[config.mk]
export PLATFORM = sky130hd
export DESIGN_NAME = bkvt_queue
export DESIGN_NICKNAME = d
export VERILOG_FILES = /design/src/rtl/bkvt_pkg.sv /design/src/rtl/bkvt_queue.sv
export VERILOG_INCLUDE_DIRS = /design/src /design/src/rtl
export SDC_FILE = /design/constraint.sdc
export NUM_CORES = 1
export LEC_CHECK = 0
export BUFFER_PORTS_ARGS = -buffer_cell sky130_fd_sc_hd__buf_2
export CAP_MARGIN = 20
export CORE_UTILIZATION = 55
export DETAILED_ROUTE_END_ITERATION = 10
export PLACE_DENSITY_LB_ADDON = 0.08
export SLEW_MARGIN = 5
export SYNTH_ARGS = -nofsm -noshare
export SYNTH_HDL_FRONTEND = slang
export SYNTH_SLANG_ARGS = --single-unit
[constraint.sdc]
create_clock -name clk_i -period 7.9 [get_ports clk_i]
set_input_delay 2.37 -clock clk_i [delete_from_list [all_inputs] [get_ports clk_i]]
set_output_delay 2.37 -clock clk_i [all_outputs]
set_load 0.005 [all_outputs]
[src/rtl/assert_macros.svh]
// ----------------------------------------------------------------------------
// assert_macros.svh
// assertion helpers shared by the bucketed key/value table rtl
// ----------------------------------------------------------------------------
`ifndef ASSERT_MACROS_SVH
`define ASSERT_MACROS_SVH

// property checked on every rising clk_i edge outside reset
`define BKVT_ASSERT(label, prop) \
  label: assert property (@(posedge clk_i) disable iff (!rst_ni) (prop)) \
    else $error("%m: assertion failed");

// condition that must never be seen outside reset
`define BKVT_ASSERT_NEVER(label, cond) `BKVT_ASSERT(label, !(cond))

`endif

[src/rtl/bkvt_pkg.sv]
// ----------------------------------------------------------------------------
// bkvt_pkg
// shared types and constants of the bucketed key/value table
// ----------------------------------------------------------------------------
`timescale 1ns / 1ps

package bkvt_pkg;

  // table geometry
  localparam int unsigned Buckets   = 256;
  localparam int unsigned Ways      = 4;
  localparam int unsigned KeyBits   = 32;
  localparam int unsigned ValueBits = 32;

  // port field widths
  localparam int unsigned PortKeyBits   = 32;
  localparam int unsigned PortValueBits = 32;
  localparam int unsigned PortCountBits = 11;

  // derived sizes
  localparam int unsigned Slots       = Buckets * Ways;
  localparam int unsigned BucketBits  = $clog2(Buckets);
  localparam int unsigned WayBits     = (Ways > 1) ? $clog2(Ways) : 1;
  localparam int unsigned CountBits   = $clog2(Slots + 1);
  localparam int unsigned StKeyBits   = (KeyBits < PortKeyBits) ? KeyBits : PortKeyBits;
  localparam int unsigned StValueBits = (ValueBits < PortValueBits) ? ValueBits : PortValueBits;

  // queue between front and back
  localparam int unsigned QueueDepth = 2;
  localparam int unsigned QPtrBits   = (QueueDepth > 1) ? $clog2(QueueDepth) : 1;
  localparam int unsigned QCntBits   = $clog2(QueueDepth + 1);

  // command codes on the input port
  localparam logic [1:0] CMD_INSERT = 2'd0;
  localparam logic [1:0] CMD_ERASE  = 2'd1;
  localparam logic [1:0] CMD_FIND   = 2'd2;

  typedef enum logic [1:0] {
    ST_OK        = 2'd0,
    ST_NOT_FOUND = 2'd1,
    ST_FULL      = 2'd2
  } bkvt_status_e;

  // action chosen by the front for one transaction
  typedef enum logic [1:0] {
    OP_INSERT,
    OP_ERASE,
    OP_FIND,
    OP_IGNORE
  } bkvt_op_e;

  typedef enum logic [1:0] {
    BK_CLEAR,
    BK_IDLE,
    BK_LOOK
  } bkvt_state_e;

  typedef struct packed {
    logic [1:0]               command;
    logic [PortKeyBits-1:0]   key;
    logic [PortValueBits-1:0] value;
  } bkvt_in_t;

  typedef struct packed {
    bkvt_status_e             status;
    logic [PortValueBits-1:0] found_value;
    logic [PortCountBits-1:0] entry_count;
  } bkvt_out_t;

  typedef struct packed {
    bkvt_op_e               op;
    logic [BucketBits-1:0]  bucket;
    logic [StKeyBits-1:0]   key;
    logic [StValueBits-1:0] value;
  } bkvt_job_t;

  typedef struct packed {
    logic full;
    logic empty;
  } bkvt_qstat_t;

  typedef struct packed {
    logic                   vld;
    logic [StKeyBits-1:0]   key;
    logic [StValueBits-1:0] value;
  } bkvt_slot_t;

  typedef bkvt_slot_t [Ways-1:0] bkvt_row_t;

endpackage

[src/rtl/bkvt_queue.sv]
// ----------------------------------------------------------------------------
// bkvt_queue
// short fifo of decoded jobs between front and back
// ----------------------------------------------------------------------------
`timescale 1ns / 1ps
`include "assert_macros.svh"

module bkvt_queue (
  input  logic                  clk_i,
  input  logic                  rst_ni,
  input  logic                  push_i,
  input  bkvt_pkg::bkvt_job_t   job_i,
  input  logic                  pop_i,
  output bkvt_pkg::bkvt_job_t   job_o,
  output bkvt_pkg::bkvt_qstat_t qstat_o
);
  import bkvt_pkg::*;

  bkvt_job_t           entry_q [QueueDepth];
  logic [QPtrBits-1:0] wr_ptr_q, wr_ptr_d;
  logic [QPtrBits-1:0] rd_ptr_q, rd_ptr_d;
  logic [QCntBits-1:0] cnt_q, cnt_d;

  function automatic logic [QPtrBits-1:0] ptr_inc(input logic [QPtrBits-1:0] p);
    logic [QPtrBits-1:0] r;
    if (p == QPtrBits'(QueueDepth - 1)) begin
      r = '0;
    end else begin
      r = p + 1'b1;
    end
    return r;
  endfunction

  assign qstat_o.full  = (cnt_q == QCntBits'(QueueDepth));
  assign qstat_o.empty = (cnt_q == '0);
  assign job_o         = entry_q[rd_ptr_q];

  always_comb begin
    wr_ptr_d = push_i ? ptr_inc(wr_ptr_q) : wr_ptr_q;
    rd_ptr_d = pop_i ? ptr_inc(rd_ptr_q) : rd_ptr_q;
    cnt_d    = cnt_q;
    if (push_i && !pop_i) begin
      cnt_d = cnt_q + 1'b1;
    end else if (pop_i && !push_i) begin
      cnt_d = cnt_q - 1'b1;
    end
  end

  always_ff @(posedge clk_i or negedge rst_ni) begin
    if (!rst_ni) begin
      wr_ptr_q <= '0;
      rd_ptr_q <= '0;
      cnt_q    <= '0;
    end else begin
      wr_ptr_q <= wr_ptr_d;
      rd_ptr_q <= rd_ptr_d;
      cnt_q    <= cnt_d;
    end
  end

  always_ff @(posedge clk_i) begin
    if (push_i) begin
      entry_q[wr_ptr_q] <= job_i;
    end
  end

  // pop only from a non-empty queue, push only into a non-full one
  `BKVT_ASSERT_NEVER(a_pop_empty, pop_i && (cnt_q == '0))
  `BKVT_ASSERT_NEVER(a_push_full, push_i && !pop_i && (cnt_q == QCntBits'(QueueDepth)))

endmodule

* Yosys cells after proc, flatten, opt, wreduce, memory -nomap -nowiden
Memory sizes are Yosys's and may differ from the RTL's.
Cells that the tools add are included.
** Operators by class
- Equality and inequality tests :: 1
- Reductions and logical operators :: 6
- Multiplexer cells :: 6
- Add/sub/neg operators :: 4
** Operator list (number)
- two-way mux 1 bit :: 4
- two-way mux 2 bit :: 2
- adder 1 bit, second input constant :: 2
- adder 2 x 1 -> 2 bit, second input constant :: 1
- equality test 2 bit, second input constant :: 1
- logical AND 1 bit :: 2
- zero test 1 bit :: 2
- zero test 2 bit :: 1
- nonzero test 2 bit :: 1
- subtractor 2 x 1 -> 2 bit, second input constant :: 1
** Word-level totals
- RAM bits :: 148
- Memories :: 1
- Word-level logic and storage cells :: 21
- Register bits after elaboration :: 4
- Output and inout bits :: 76
- Bits of input ports :: 78
** Memories
- entry_q :: depth 2, width 74, rd ports 1, clocked after memory_dff 0, wr ports 1, line bkvt_queue.sv:19 : bkvt_job_t entry_q [QueueDepth];

* Depth between registers and ports, before layout
- Depth after elaboration :: 4
- Mapped depth :: 5
- Gate-level depth less buffers :: 5

* Worst setup path before layout
Ideal clock, no wire load.
- Kind :: input to register
- Start :: input port push_i
- End :: memory entry_q[0][0] (netlist name), enable pin
- Arrival :: 5.612 ns
- Setup time :: 0.516 ns
- Stages :: 1
- Path buffers :: 0
- Setup slack :: 1.773 ns
- Data required time :: 7.384 ns
- Cell sequence :: nor2b_1
** Between the ends
- Cells in the longest elaborated chain, start to end :: 2
** RTL lines
- start: declaration :: line bkvt_queue.sv:11 : input logic push_i,
- two-way mux 1 bit :: line bkvt_queue.sv:62 : if (push_i) begin
- two-way mux 1 bit (implied by the code) :: line bkvt_queue.sv:63 : entry_q[wr_ptr_q] <= job_i;
- end: declaration :: line bkvt_queue.sv:19
No other way between the ends.

==> metrics.md <==
| Metric | Value |
|---|---|
| Status | `complete, no violations` |
| Post-CTS Resized | `0` |
| Setup TNS | `0 ns` |
| Hold Path Depth | `1` |
| Synth async-reset ratio | `roughly 2.6%` |
| Metal2 WL | `4.84 mm` |
| Primary FF master, synth | `edfxtp_1` |
| Synth Instances | `between 200 and 250` |
| CP required | `5.53 ns` |
| R2R Setup Slk | `approximately 5.7 ns` |
| Root Driver | `clkbuf_8` |
| Area contributors post-synth | `edfxtp_1 78%, mux2_4 13%, mux2_2 4.7%` |
| Peak VDD IR | `approximately 0.00026 V` |
| Measured slew at the worst slew-check pin | `around 1 ns` |
| Die footprint | `roughly 11000 µm²` |
| Area growth from synthesis to layout | `24.2%` |
| FP Rows | `36` |
| IO Pins | `154` |
| DR iter-0 viols | `between 100 and 150` |
| Mapped Nets | `325` |
| Skew final | `between 0.004 and 0.005 ns` |
| Post-synthesis sequential area ratio | `approximately four fifths` |
| # DRC | `0` |
| R2r startpoint | `wr_ptr_q` |
| Met1 Wirelength | `between 3 and 4 mm` |
| Layout cells sized above 1 | `between 60% and 70%` |
| Area occupied by multi-input gates | `1110 µm²` |
| Worst Setup Start Kind | `flop` |
| Netlist cell types | `13` |
| Relative slew slack | `between 30% and 40%` |
| HP Class | `reg2reg` |
| Synth Warn # | `0` |
| # hold bufs at CTS | `0` |
| Number of clock sinks | `between 150 and 200` |
| EDFF count, synth | `148` |
| Via Count | `~2800` |
| Routed wire length | `9.38 mm` |
| CP arrival | `between 2 and 3 ns` |
| Final setup vio count | `0` |
| Final slew viol count | `0` |
| Worst-path clk slew | `about 0.06 ns` |
| Most frequent cell after synthesis | `edfxtp_1` |
| Starting Density | `57.6%` |
| Dominant cell type by area after synthesis | `edfxtp_1` |
| CTS tree | `done` |
| Core Area | `around 10000 µm²` |
| Vias in the first global route | `roughly 2700` |
| Detailed Routing Iterations Pass 1 | `4` |
| Clk buf depth | `2` |
| Die W | `roughly 100 µm` |
| Congestion Overflow GR | `0` |
| Final #Nets | `between 400 and 500` |
| ANT nets after route | `0` |
| Placed Cells incl. Taps | `about 530` |
| Antenna diodes | `0` |
| Drt wl/cell | `around 17 µm` |
| Finished Layout Cells | `roughly 560` |
| Tcrit/Tclk final | `62.8%` |
| Hpwl dp | `around 6.0 mm` |
| Setup CP Type | `reg2out` |
| Antenna violations before repair | `0` |
| Worst R2R End | `entry_q[0][13]` |
| Clk_lat worst skew | `0.51 ns` |
| Highest metal used | `met4` |
| Tmin final | `a little under 5 ns` |
| Area share of the largest cell type after synthesis | `between 70% and 80%` |
| Register-to-Register Path Depth | `2` |
| Hold Crit Start | `cnt_q[1]` |
| CTS Buf Count | `17` |
| Max Cap Viol | `0` |
| Synth Cell Area | `between 5000 and 6000 µm²` |
| Synth Register Bits | `152` |
| Fin util | `~71%` |
| Final hold vios | `0` |
| Postcts setup bufs | `0` |
| Port bufs | `between 150 and 200` |
| Routed wl met3 | `566 µm` |
| Max Fclk | `roughly 200 MHz` |
| RSZ-0062 raised after global routing | `false` |
| CTS H-tree depth | `4` |
| Crit end category | `output pin` |
| Syn_area_per_cell | `~23 µm²` |
| Register area | `between 4000 and 5000 µm²` |
| FILL cells | `approximately 630` |
| Most common library cells after synthesis | `148 x edfxtp_1, 50 x mux2_4, 24 x mux2_2, 6 x buf_6` |
| GPL Wtd Cong | `between 0.6 and 0.7` |
| Via density | `between 4 and 5` |
| First-pass GRT wire length | `roughly 14 mm` |
| Hold Path End | `cnt_q[1]` |
| Setup crit start | `rd_ptr_q` |
| Crit-path max FO | `40` |
| Leak pwr | `between 0.002 and 0.003 µW` |
| Largest net degree at the start of global routing | `75` |
| PD cells | `~350 nW/µm²` |
| GRT Util Overall | `~18%` |
| Die Span Y | `between 100 and 150 µm` |
## where the power goes
| part | leakage, µW | total [µW] | internal [µW] | switching [µW] |
|---|---|---|---|---|
| logic | 0.00117 | 645 | 373 | 272 |
| registers | 0.00143 | 1160 | 1070 | 88.2 |
| clock network | 0.000234 | 673 | 378 | 295 |
| total | 0.00284 | 2480 | 1830 | 655 |
## sequential cells by signal, indices dropped and copies added (netlist names)
signal    count
rd_ptr_q      1
cnt_q         2
wr_ptr_q      1
entry_q     148
## cell type report
class | count | area share (%)
flip-flops and latches | 152 | 63.9
multi-input cells | 85 | 15.7
repair buffers | 155 | 11.0
clock buffers | 17 | 5.82
well taps | 133 | 2.34
clock inverters | 14 | 1.21
inverters | 1 | 0.0528
## cells by family (layout without fill, tap and decap cells)
group,Yosys count,in the layout,share of synthesized area (%)
flip-flops,152,152,79.3
buffers and inverters,9,187,1.42
multiplexers,74,74,17.8
XOR/XNOR,5,5,0.764
AND/OR/NAND/NOR,5,5,0.459
adder cells (fa/ha/maj),1,1,0.218
## routing by layer
metal,track usage (%),vias to the layer above
met4,8.88,0
met1,21.4,1351
met3,5.95,11
met2,29.5,111
met5,0,-
li1,-,1310
## worst max-delay path: stages, from the launching register on
cell and delay, ns:
dfrtp_4 0.82, buf_4 0.66, mux2_2 0.42, buf_2 0.13
## worst max-delay path by stage
stage,end,cells after the start,slack [ns]
floorplan,entry_q[0][0],1,1.77
global placement,job_o[60],3,3.48
detailed placement,job_o[58],3,3.45
CTS,job_o[60],3,2.89
global route,job_o[58],3,2.84
finish,job_o[60],3,2.94
## layout by cell type (no fill, tap or decap), types with 2 or more instances in the layout
cell,count
nor2_1,2
clkinvlp_4,5
buf_2,153
dfrtp_1,3
edfxtp_1,148
clkbuf_16,16
mux2_2,24
xor2_1,4
clkinv_2,4
buf_4,2
mux2_4,50
clkinv_1,3
## per-stage QoR
stage          hold slack, ns  total power, µW  cell area [µm²]  worst slack (ns)
6_report                0.529             2480             7110              2.94
3_5_place_dp            0.503             1840             6610              3.45
4_1_cts                 0.518             2510             7110              2.89
3_3_place_gp            0.477             1820             6610              3.48
2_1_floorplan           0.453             1610             5730              1.77
5_1_grt                 0.522             2590             7110              2.84
No activity file was read; power rests on OpenSTA's default activity.
